### src/rtl/urrb_pkg.sv
package urrb_pkg;

  localparam int unsigned FUNC_W     = 2;
  localparam int unsigned BYTE_W     = 8;
  localparam int unsigned LEN_W      = 7;
  localparam int unsigned RING_CFG_W = 9;

  localparam logic [FUNC_W-1:0] FN_RX    = 2'd0;
  localparam logic [FUNC_W-1:0] FN_READ  = 2'd1;
  localparam logic [FUNC_W-1:0] FN_OVF   = 2'd2;
  localparam logic [FUNC_W-1:0] FN_CLEAR = 2'd3;

  typedef struct packed {
    logic [BYTE_W-1:0] data;
    logic              has_data;
    logic [LEN_W-1:0]  count;
    logic              overflowed;
    logic              last;
  } res_t;

  // result handed from the sequencer to the output queue
  typedef struct packed {
    logic valid;
    res_t res;
  } push_t;

  // output queue status seen by the sequencer
  typedef struct packed {
    logic [1:0] occ;
    logic       pop;
  } qstat_t;

endpackage

### src/rtl/urrb_in_if.sv
interface urrb_in_if;
  logic                           valid;
  logic                           ready;
  logic [urrb_pkg::FUNC_W-1:0]    func;
  logic [urrb_pkg::BYTE_W-1:0]    rx_data;
  logic                           rx_overrun;
  logic [urrb_pkg::LEN_W-1:0]     read_len;

  modport source (output valid, func, rx_data, rx_overrun, read_len, input ready);
  modport sink (input valid, func, rx_data, rx_overrun, read_len, output ready);
endinterface

### src/rtl/urrb_out_if.sv
interface urrb_out_if;
  logic                         valid;
  logic                         ready;
  logic [urrb_pkg::BYTE_W-1:0]  data;
  logic                         has_data;
  logic [urrb_pkg::LEN_W-1:0]   count;
  logic                         overflowed;
  logic                         last;

  modport source (output valid, data, has_data, count, overflowed, last, input ready);
  modport sink (input valid, data, has_data, count, overflowed, last, output ready);
endinterface

### src/rtl/urrb_cfg_if.sv
interface urrb_cfg_if;
  logic                              valid;
  logic                              ready;
  logic [urrb_pkg::RING_CFG_W-1:0]   data;

  modport source (output valid, data, input ready);
  modport sink (input valid, data, output ready);
endinterface

### src/rtl/uart_rx_ring_buffer.sv
// Receive FIFO behind a serial port, one ring of DEPTH bytes in a synchronous RAM.
// in_ch carries one command per transfer: store a received byte, read up to read_len
// bytes, take the sticky overflow flag, or clear. cfg_ch writes ring_size, which also
// empties the ring and clears the flag; it is taken only while in_ch is ready.
// A store, a clear and a config write are done without leaving ST_IDLE. A read pops one
// byte per cycle through the RAM read port while the queue has credit; the first byte
// passes the state register, the RAM read register and the queue before it shows on
// out_ch, and in_ch is ready again once the last fetched byte has been pushed. A read of
// nothing and an overflow query give one result through ST_RESP once the queue has room.
// Every command result ends with last set.
// out_ch sits behind a two-entry queue; the fetch loop stalls on its credit when
// out_ch.ready is low, so nothing is lost and the command side waits for the read.
// After reset the ring is empty, the flag is clear and ring_size is DEPTH. The RAM
// is not cleared: only bytes that were stored are ever read.
module uart_rx_ring_buffer #(
  parameter int unsigned DEPTH    = 256,
  parameter int unsigned MAX_READ = 64
) (
  input logic         clk,
  input logic         rst_n,
  urrb_in_if.sink     in_ch,
  urrb_cfg_if.sink    cfg_ch,
  urrb_out_if.source  out_ch
);

  urrb_pkg::push_t              push;
  urrb_pkg::qstat_t             qstat;
  logic                         mem_we;
  logic [$clog2(DEPTH)-1:0]     mem_waddr;
  logic [urrb_pkg::BYTE_W-1:0]  mem_wdata;
  logic                         mem_re;
  logic [$clog2(DEPTH)-1:0]     mem_raddr;
  logic [urrb_pkg::BYTE_W-1:0]  mem_rdata;

  urrb_ctrl #(
    .DEPTH    (DEPTH),
    .MAX_READ (MAX_READ)
  ) u_ctrl (
    .clk       (clk),
    .rst_n     (rst_n),
    .in_ch     (in_ch),
    .cfg_ch    (cfg_ch),
    .qstat     (qstat),
    .push      (push),
    .mem_we    (mem_we),
    .mem_waddr (mem_waddr),
    .mem_wdata (mem_wdata),
    .mem_re    (mem_re),
    .mem_raddr (mem_raddr),
    .mem_rdata (mem_rdata)
  );

  urrb_ram #(
    .DEPTH (DEPTH)
  ) u_ram (
    .clk   (clk),
    .we    (mem_we),
    .waddr (mem_waddr),
    .wdata (mem_wdata),
    .re    (mem_re),
    .raddr (mem_raddr),
    .rdata (mem_rdata)
  );

  urrb_outq u_outq (
    .clk    (clk),
    .rst_n  (rst_n),
    .push   (push),
    .qstat  (qstat),
    .out_ch (out_ch)
  );

endmodule

### src/rtl/urrb_ram.sv
module urrb_ram #(
  parameter int unsigned DEPTH = 256
) (
  input  logic                          clk,
  input  logic                          we,
  input  logic [$clog2(DEPTH)-1:0]      waddr,
  input  logic [urrb_pkg::BYTE_W-1:0]   wdata,
  input  logic                          re,
  input  logic [$clog2(DEPTH)-1:0]      raddr,
  output logic [urrb_pkg::BYTE_W-1:0]   rdata
);

  logic [urrb_pkg::BYTE_W-1:0] mem [DEPTH];
  logic [urrb_pkg::BYTE_W-1:0] rdata_r;

  always_ff @(posedge clk) begin
    if (we) begin
      mem[waddr] <= wdata;
    end
    if (re) begin
      rdata_r <= mem[raddr];
    end
  end

  assign rdata = rdata_r;

endmodule

### src/rtl/urrb_outq.sv
module urrb_outq (
  input  logic                 clk,
  input  logic                 rst_n,
  input  urrb_pkg::push_t      push,
  output urrb_pkg::qstat_t     qstat,
  urrb_out_if.source           out_ch
);

  urrb_pkg::res_t q_r [2];
  logic           wp_r;
  logic           rp_r;
  logic [1:0]     occ_r;
  logic [1:0]     occ_nxt;
  logic           pop;

  assign pop     = out_ch.valid & out_ch.ready;
  assign occ_nxt = occ_r + {1'b0, push.valid} - {1'b0, pop};

  always_ff @(posedge clk) begin
    if (!rst_n) begin
      wp_r  <= 1'b0;
      rp_r  <= 1'b0;
      occ_r <= 2'd0;
    end else begin
      occ_r <= occ_nxt;
      if (push.valid) begin
        wp_r <= ~wp_r;
      end
      if (pop) begin
        rp_r <= ~rp_r;
      end
    end
  end

  always_ff @(posedge clk) begin
    if (push.valid) begin
      q_r[wp_r] <= push.res;
    end
  end

  assign out_ch.valid      = (occ_r != 2'd0);
  assign out_ch.data       = q_r[rp_r].data;
  assign out_ch.has_data   = q_r[rp_r].has_data;
  assign out_ch.count      = q_r[rp_r].count;
  assign out_ch.overflowed = q_r[rp_r].overflowed;
  assign out_ch.last       = q_r[rp_r].last;

  assign qstat.occ = occ_r;
  assign qstat.pop = pop;

endmodule

### src/rtl/urrb_ctrl.sv
module urrb_ctrl #(
  parameter int unsigned DEPTH    = 256,
  parameter int unsigned MAX_READ = 64
) (
  input  logic                          clk,
  input  logic                          rst_n,
  urrb_in_if.sink                       in_ch,
  urrb_cfg_if.sink                      cfg_ch,
  input  urrb_pkg::qstat_t              qstat,
  output urrb_pkg::push_t               push,
  output logic                          mem_we,
  output logic [$clog2(DEPTH)-1:0]      mem_waddr,
  output logic [urrb_pkg::BYTE_W-1:0]   mem_wdata,
  output logic                          mem_re,
  output logic [$clog2(DEPTH)-1:0]      mem_raddr,
  input  logic [urrb_pkg::BYTE_W-1:0]   mem_rdata
);

  localparam int unsigned IW = $clog2(DEPTH);
  localparam int unsigned CW = (IW + 1 > urrb_pkg::RING_CFG_W) ? IW + 1 : urrb_pkg::RING_CFG_W;
  localparam int unsigned LW = urrb_pkg::LEN_W;

  typedef enum logic [1:0] {ST_IDLE, ST_READ, ST_RESP} state_t;

  state_t          state_r, state_nxt;
  logic [IW-1:0]   wr_idx_r, wr_idx_nxt;
  logic [IW-1:0]   rd_idx_r, rd_idx_nxt;
  logic [IW-1:0]   last_r, last_nxt;
  logic            ovf_r, ovf_nxt;
  logic [LW-1:0]   len_r, len_nxt;
  logic [LW-1:0]   cnt_r, cnt_nxt;
  logic            pend_r, pend_nxt;
  logic [LW-1:0]   pend_cnt_r, pend_cnt_nxt;
  logic            pend_last_r, pend_last_nxt;
  logic            resp_ovf_r, resp_ovf_nxt;

  logic            in_ready;
  logic            in_acc;
  logic            cfg_acc;
  logic            can_issue;
  logic [IW-1:0]   rd_adv;
  logic [IW-1:0]   wr_adv;
  logic [LW-1:0]   cnt_inc;
  logic [LW-1:0]   len_clip;
  logic [CW-1:0]   rs;
  logic [CW-1:0]   rs_clamp;

  function automatic logic [IW-1:0] adv(input logic [IW-1:0] i, input logic [IW-1:0] lst);
    return (i == lst) ? '0 : i + 1'b1;
  endfunction

  assign in_ready     = (state_r == ST_IDLE) && !pend_r;
  assign in_ch.ready  = in_ready;
  assign cfg_ch.ready = in_ready;
  assign in_acc       = in_ch.valid & in_ready;
  assign cfg_acc      = cfg_ch.valid & in_ready;

  assign rd_adv   = adv(rd_idx_r, last_r);
  assign wr_adv   = adv(wr_idx_r, last_r);
  assign cnt_inc  = cnt_r + 1'b1;
  assign len_clip = (in_ch.read_len > LW'(MAX_READ)) ? LW'(MAX_READ) : in_ch.read_len;

  // credit check: queue slots plus the fetch in flight, a pop frees one
  assign can_issue = (state_r == ST_READ)
                     && (((qstat.occ + {1'b0, pend_r}) < 2'd2) || qstat.pop);

  always_comb begin
    rs = CW'(cfg_ch.data);
    if (rs < CW'(2)) begin
      rs_clamp = CW'(2);
    end else if (rs > CW'(DEPTH)) begin
      rs_clamp = CW'(DEPTH);
    end else begin
      rs_clamp = rs;
    end
  end

  assign mem_waddr = wr_idx_r;
  assign mem_wdata = in_ch.rx_data;
  assign mem_raddr = rd_idx_r;
  assign mem_re    = can_issue;

  always_comb begin
    state_nxt     = state_r;
    wr_idx_nxt    = wr_idx_r;
    rd_idx_nxt    = rd_idx_r;
    last_nxt      = last_r;
    ovf_nxt       = ovf_r;
    len_nxt       = len_r;
    cnt_nxt       = cnt_r;
    pend_nxt      = 1'b0;
    pend_cnt_nxt  = pend_cnt_r;
    pend_last_nxt = pend_last_r;
    resp_ovf_nxt  = resp_ovf_r;
    mem_we        = 1'b0;
    push.valid    = 1'b0;
    push.res      = '0;

    // fetched byte lands in the cycle after its read
    if (pend_r) begin
      push.valid        = 1'b1;
      push.res.data     = mem_rdata;
      push.res.has_data = 1'b1;
      push.res.count    = pend_cnt_r;
      push.res.last     = pend_last_r;
    end

    case (state_r)
      ST_IDLE: begin
        if (in_acc) begin
          case (in_ch.func)
            urrb_pkg::FN_RX: begin
              if (in_ch.rx_overrun || (wr_adv == rd_idx_r)) begin
                ovf_nxt = 1'b1;
              end else begin
                mem_we     = 1'b1;
                wr_idx_nxt = wr_adv;
              end
            end
            urrb_pkg::FN_READ: begin
              if ((len_clip == '0) || (rd_idx_r == wr_idx_r)) begin
                resp_ovf_nxt = 1'b0;
                state_nxt    = ST_RESP;
              end else begin
                len_nxt   = len_clip;
                cnt_nxt   = '0;
                state_nxt = ST_READ;
              end
            end
            urrb_pkg::FN_OVF: begin
              resp_ovf_nxt = ovf_r;
              ovf_nxt      = 1'b0;
              state_nxt    = ST_RESP;
            end
            urrb_pkg::FN_CLEAR: begin
              wr_idx_nxt = '0;
              rd_idx_nxt = '0;
              ovf_nxt    = 1'b0;
            end
            default: begin
              ovf_nxt = ovf_r;
            end
          endcase
        end
        if (cfg_acc) begin
          last_nxt   = IW'(rs_clamp - CW'(1));
          wr_idx_nxt = '0;
          rd_idx_nxt = '0;
          ovf_nxt    = 1'b0;
        end
      end
      ST_READ: begin
        if (can_issue) begin
          rd_idx_nxt    = rd_adv;
          cnt_nxt       = cnt_inc;
          pend_nxt      = 1'b1;
          pend_cnt_nxt  = cnt_inc;
          pend_last_nxt = (cnt_inc == len_r) || (rd_adv == wr_idx_r);
          if (pend_last_nxt) begin
            state_nxt = ST_IDLE;
          end
        end
      end
      ST_RESP: begin
        if (!pend_r && (qstat.occ < 2'd2)) begin
          push.valid          = 1'b1;
          push.res.overflowed = resp_ovf_r;
          push.res.last       = 1'b1;
          state_nxt           = ST_IDLE;
        end
      end
      default: begin
        state_nxt = ST_IDLE;
      end
    endcase
  end

  always_ff @(posedge clk) begin
    if (!rst_n) begin
      state_r     <= ST_IDLE;
      wr_idx_r    <= '0;
      rd_idx_r    <= '0;
      last_r      <= IW'(DEPTH - 1);
      ovf_r       <= 1'b0;
      pend_r      <= 1'b0;
    end else begin
      state_r     <= state_nxt;
      wr_idx_r    <= wr_idx_nxt;
      rd_idx_r    <= rd_idx_nxt;
      last_r      <= last_nxt;
      ovf_r       <= ovf_nxt;
      pend_r      <= pend_nxt;
    end
  end

  always_ff @(posedge clk) begin
    len_r       <= len_nxt;
    cnt_r       <= cnt_nxt;
    pend_cnt_r  <= pend_cnt_nxt;
    pend_last_r <= pend_last_nxt;
    resp_ovf_r  <= resp_ovf_nxt;
  end

endmodule
### src/flat_wrapper.sv
// flat-port wrapper written by rule: the top's interface ports become plain ports
module uart_rx_ring_buffer_flat 
#(
  parameter int unsigned DEPTH    = 256,
  parameter int unsigned MAX_READ = 64
)
  (clk, rst_n, in_ch_valid, in_ch_func, in_ch_rx_data, in_ch_rx_overrun, in_ch_read_len, in_ch_ready, cfg_ch_valid, cfg_ch_data, cfg_ch_ready, out_ch_valid, out_ch_data, out_ch_has_data, out_ch_count, out_ch_overflowed, out_ch_last, out_ch_ready);
  urrb_in_if in_ch_i ();
  urrb_cfg_if cfg_ch_i ();
  urrb_out_if out_ch_i ();
  input logic clk;
  input logic rst_n;
  input wire logic [$bits(in_ch_i.valid)-1:0] in_ch_valid;
  input wire logic [$bits(in_ch_i.func)-1:0] in_ch_func;
  input wire logic [$bits(in_ch_i.rx_data)-1:0] in_ch_rx_data;
  input wire logic [$bits(in_ch_i.rx_overrun)-1:0] in_ch_rx_overrun;
  input wire logic [$bits(in_ch_i.read_len)-1:0] in_ch_read_len;
  output wire logic [$bits(in_ch_i.ready)-1:0] in_ch_ready;
  input wire logic [$bits(cfg_ch_i.valid)-1:0] cfg_ch_valid;
  input wire logic [$bits(cfg_ch_i.data)-1:0] cfg_ch_data;
  output wire logic [$bits(cfg_ch_i.ready)-1:0] cfg_ch_ready;
  output wire logic [$bits(out_ch_i.valid)-1:0] out_ch_valid;
  output wire logic [$bits(out_ch_i.data)-1:0] out_ch_data;
  output wire logic [$bits(out_ch_i.has_data)-1:0] out_ch_has_data;
  output wire logic [$bits(out_ch_i.count)-1:0] out_ch_count;
  output wire logic [$bits(out_ch_i.overflowed)-1:0] out_ch_overflowed;
  output wire logic [$bits(out_ch_i.last)-1:0] out_ch_last;
  input wire logic [$bits(out_ch_i.ready)-1:0] out_ch_ready;
  assign in_ch_i.valid = in_ch_valid;
  assign in_ch_i.func = in_ch_func;
  assign in_ch_i.rx_data = in_ch_rx_data;
  assign in_ch_i.rx_overrun = in_ch_rx_overrun;
  assign in_ch_i.read_len = in_ch_read_len;
  assign in_ch_ready = in_ch_i.ready;
  assign cfg_ch_i.valid = cfg_ch_valid;
  assign cfg_ch_i.data = cfg_ch_data;
  assign cfg_ch_ready = cfg_ch_i.ready;
  assign out_ch_valid = out_ch_i.valid;
  assign out_ch_data = out_ch_i.data;
  assign out_ch_has_data = out_ch_i.has_data;
  assign out_ch_count = out_ch_i.count;
  assign out_ch_overflowed = out_ch_i.overflowed;
  assign out_ch_last = out_ch_i.last;
  assign out_ch_i.ready = out_ch_ready;
  uart_rx_ring_buffer #(.DEPTH(DEPTH), .MAX_READ(MAX_READ)) u_core (.clk(clk), .rst_n(rst_n), .in_ch(in_ch_i), .cfg_ch(cfg_ch_i), .out_ch(out_ch_i));
endmodule
### config.mk
export PLATFORM = sky130hd
export DESIGN_NAME = uart_rx_ring_buffer_flat
export DESIGN_NICKNAME = d
export VERILOG_FILES = /design/src/rtl/urrb_pkg.sv /design/src/rtl/urrb_in_if.sv /design/src/rtl/urrb_out_if.sv /design/src/rtl/urrb_cfg_if.sv /design/src/rtl/uart_rx_ring_buffer.sv /design/src/rtl/urrb_ram.sv /design/src/rtl/urrb_outq.sv /design/src/rtl/urrb_ctrl.sv /design/src/flat_wrapper.sv
export SDC_FILE = /design/constraint.sdc
export NUM_CORES = 2
export LEC_CHECK = 0
export ABC_CLOCK_PERIOD_IN_PS = 4600
export BUFFER_PORTS_ARGS = -buffer_cell sky130_fd_sc_hd__buf_2
export CAP_MARGIN = 20
export CORE_AREA = 2 2 400 363
export DETAILED_ROUTE_END_ITERATION = 8
export DIE_AREA = 0 0 402 365
export PLACE_DENSITY = 0.76
export SYNTH_ARGS = -nofsm -noshare
export SYNTH_HDL_FRONTEND = slang
export SYNTH_SLANG_ARGS = --single-unit
### constraint.sdc
create_clock -name clk -period 4.6 [get_ports clk]
set_input_delay 1.15 -clock clk [delete_from_list [all_inputs] [get_ports clk]]
set_output_delay 1.15 -clock clk [all_outputs]
set_load 0.1 [all_outputs]
==> flow_summary.json <==
{
  "status": "finished, violations left",
  "violations": "design-rule violations",
  "hold_viol_final": 0,
  "insertion_delay_ns": 0.85,
  "tightest_slew_ns": 1.19,
  "synth_edf_count": 2115,
  "grt.busiest_layer": "met2",
  "p_leak_nw": 29.6,
  "ctsHoldBuffers": 0,
  "die_area_um2": 147000,
  "synthCells": 4163,
  "synth-seq-area-share_pct": 75.5,
  "cp-start-kind": "flop",
  "met3_usage_pct": 9.03,
  "cts_sinks": 2148,
  "synthArstFlopShare_pct": 0,
  "vias": 45200,
  "grtUsageTotal_pct": 30.6,
  "cts_setup_buffers": 0,
  "drt_pre_antenna_iters": 9,
  "grt_pass1_wl_um": 319000,
  "vias_per_cell": 6.94,
  "synth_commonest_cells": "edfxtp_1 (2115), mux4_2 (545), nor2_1 (280), nand2_1 (186), clkbuf_1 (107)",
  "rsz0062_at_grt": "false",
  "die_h_um": 365,
  "vdd_drop_max_mv": 0.416,
  "cts_tree": "yes",
  "cts_resized": 0,
  "overflow": 0,
  "start_util_pct": 59.6,
  "maxCapViolations": 0,
  "fin_tns_setup_ns": 0,
  "finish.utilization_pct": 67.2,
  "gp_congestion": 0.969,
  "wl_per_cell_um": 34.2,
  "fin_nets": 4503,
  "cts_buffers": 197,
  "ant_nets": 0,
  "worst_setup_path_end_kind": "flop",
  "path_clk_slew_ns": 0.06,
  "rows": 132,
  "yosysTopAreaCell": "edfxtp_1",
  "cts-root-buf": "clkbuf_16",
  "ys_types": 82,
  "p_per_area_nw_per_um2": 408,
  "drt-total-wl_um": 223000,
  "grt_use_met2_pct": 46.4,
  "fillers": 8692,
  "synth.most_common_cell": "edfxtp_1",
  "port_buffers": 52,
  "post_route_cells_drive_above_1_share_pct": 27.5,
  "slew_headroom_pct": 18.8,
  "crit_arrival_ns": 4.82,
  "drc": 1,
  "synth_top_area_share_pct": 74.7,
  "synth_area_um2": 85000,
  "synthTopCellsByArea": "edfxtp_1 (75%), mux4_2 (14%), nor2_1 (1.2%)",
  "post-route-min-period_ns": 4.35,
  "synth_ff_type": "edfxtp_1",
  "areaGrowthSynthToFinish_pct": 12.8,
  "design.core.area_um2": 143000,
  "place_area_um2": 89400,
  "ys_seq_elements": 2148,
  "htreeDepth": 4,
  "min_path_type": "flop to flop",
  "stdcell_area_um2": 95900,
  "yosysWarningCount": 0,
  "fmax_mhz": 230,
  "finalSetupViolations": 0,
  "critical_path.max_fanout": 17,
  "slew_viol_final": 0,
  "grt_pass1_vias": 44000,
  "synth.avg_cell_area_um2": 20.4,
  "cp_data_required_time_ns": 5.07,
  "fin_skew_ns": 0.0260,
  "critPathKind": "flop to flop",
  "die_x_um": 402,
  "ioPinCount": 53,
  "grt_max_degree": 135,
  "fin_crit_sh_pct": 94.5,
  "power_mw": 39.1,
  "syn-num-nets": 4204,
  "antenna_found_initial": 7,
  "gr-usage-met1_pct": 43.0,
  "ctsLongestPathBuffers": 3,
  "drtIter0Drc": 7640,
  "hpwlAfterDp_um": 137000
}
-- metrics by stage --
step,instances,setup slack [ns],hold slack (ns)
finish,6509,0.251,0.459
global placement,6139,0.470,0.443
detailed placement,6139,0.316,0.447
CTS,6505,0.337,0.456
global route,6506,0.0909,0.514
floorplan,4163,0.518,0.428
-- worst max-delay path, stage by stage, from the launching register on --
cell and delay, ns:
dfxtp_1 0.72, nand2_2 0.29, nor3_4 0.25, xor2_2 0.23, o21ai_0 0.15, a221oi_2 0.37, nor4_4 0.09, buf_4 0.24
or4b_1 0.92, nor2_1 0.69
-- worst paths after layout --
kind,endpoint,startpoint,slack [ns],cells after the start
max,u_core.u_ram.mem[93][1]$_DFFE_PP_,u_core.u_ctrl.mem_waddr[5]$_SDFFE_PN0P_,0.25,9
min,u_core.u_ctrl.ovf_r$_SDFFE_PN0P_,u_core.u_ctrl.ovf_r$_SDFFE_PN0P_,0.46,2
max reg2reg,u_core.u_ram.mem[93][1]$_DFFE_PP_,u_core.u_ctrl.mem_waddr[5]$_SDFFE_PN0P_,0.25,9
min reg2reg,u_core.u_ctrl.ovf_r$_SDFFE_PN0P_,u_core.u_ctrl.ovf_r$_SDFFE_PN0P_,0.46,2
-- cells in the final DEF, fill, tap and decap left out, drive strengths merged, types with 33 or more instances in the layout --
master,n
mux2i,78
mux4,545
nand2,187
edfxtp,2115
inv,36
nor2,290
nand3,58
o21ai,34
a21oi,41
and2,51
dfxtp,33
a22oi,42
clkinv,76
clkbuf,261
buf,349
-- flip-flops by register name, summed over array words and instances (netlist names), 2 cells and up, named ones only --
signal	flops
u_core.u_ctrl.state_r	2
u_core.u_ram.mem	2048
u_core.u_ctrl.cnt_r	7
u_core.u_ctrl.mem_waddr	8
u_core.u_ctrl.last_r	8
u_core.u_ram.rdata	8
u_core.u_outq.q_r	36
u_core.u_ctrl.pend_cnt_r	7
u_core.u_outq.occ_r	2
u_core.u_ctrl.mem_raddr	8
u_core.u_ctrl.len_r	7
-- where the power goes --
group	internal [mW]	switching, mW	leakage [nW]	total (mW)
Sequential	21.5	0.0442	19.3	21.6
Clock	9.38	7.18	3.18	16.6
Combinational	0.195	0.822	7.10	1.02
Total	31.1	8.05	29.6	39.1
-- cells by family after synthesis --
kind of cell / after synthesis / synth area share [%]
flops: 2148 / 75.5
simple gates: 727 / 4.05
mux: 647 / 15.7
compound gates: 294 / 2.49
xor+xnor: 56 / 0.602
buf+inv: 282 / 1.60
fa+ha+maj: 9 / 0.132
-- cell type report --
| cell class | count | area [um^2] | area share [%] |
|---|---|---|---|
| antenna | 4 | 10.0 | 0.0104 |
| clock buffer | 253 | 5200 | 5.43 |
| clock inverter | 113 | 1280 | 1.34 |
| inverter | 25 | 96.3 | 0.100 |
| multi-input combinational | 1733 | 19700 | 20.5 |
| sequential | 2148 | 64200 | 66.9 |
| tap | 1876 | 2350 | 2.45 |
| timing repair buffer | 357 | 3080 | 3.22 |
-- metal layers --
layer	vias to the layer above	wire, um
met5	-	68
met3	550	30400
met2	3524	103000
met4	10	9060
li1	17800	-
met1	23300	80200
No activity file was read; power rests on OpenSTA's default activity.
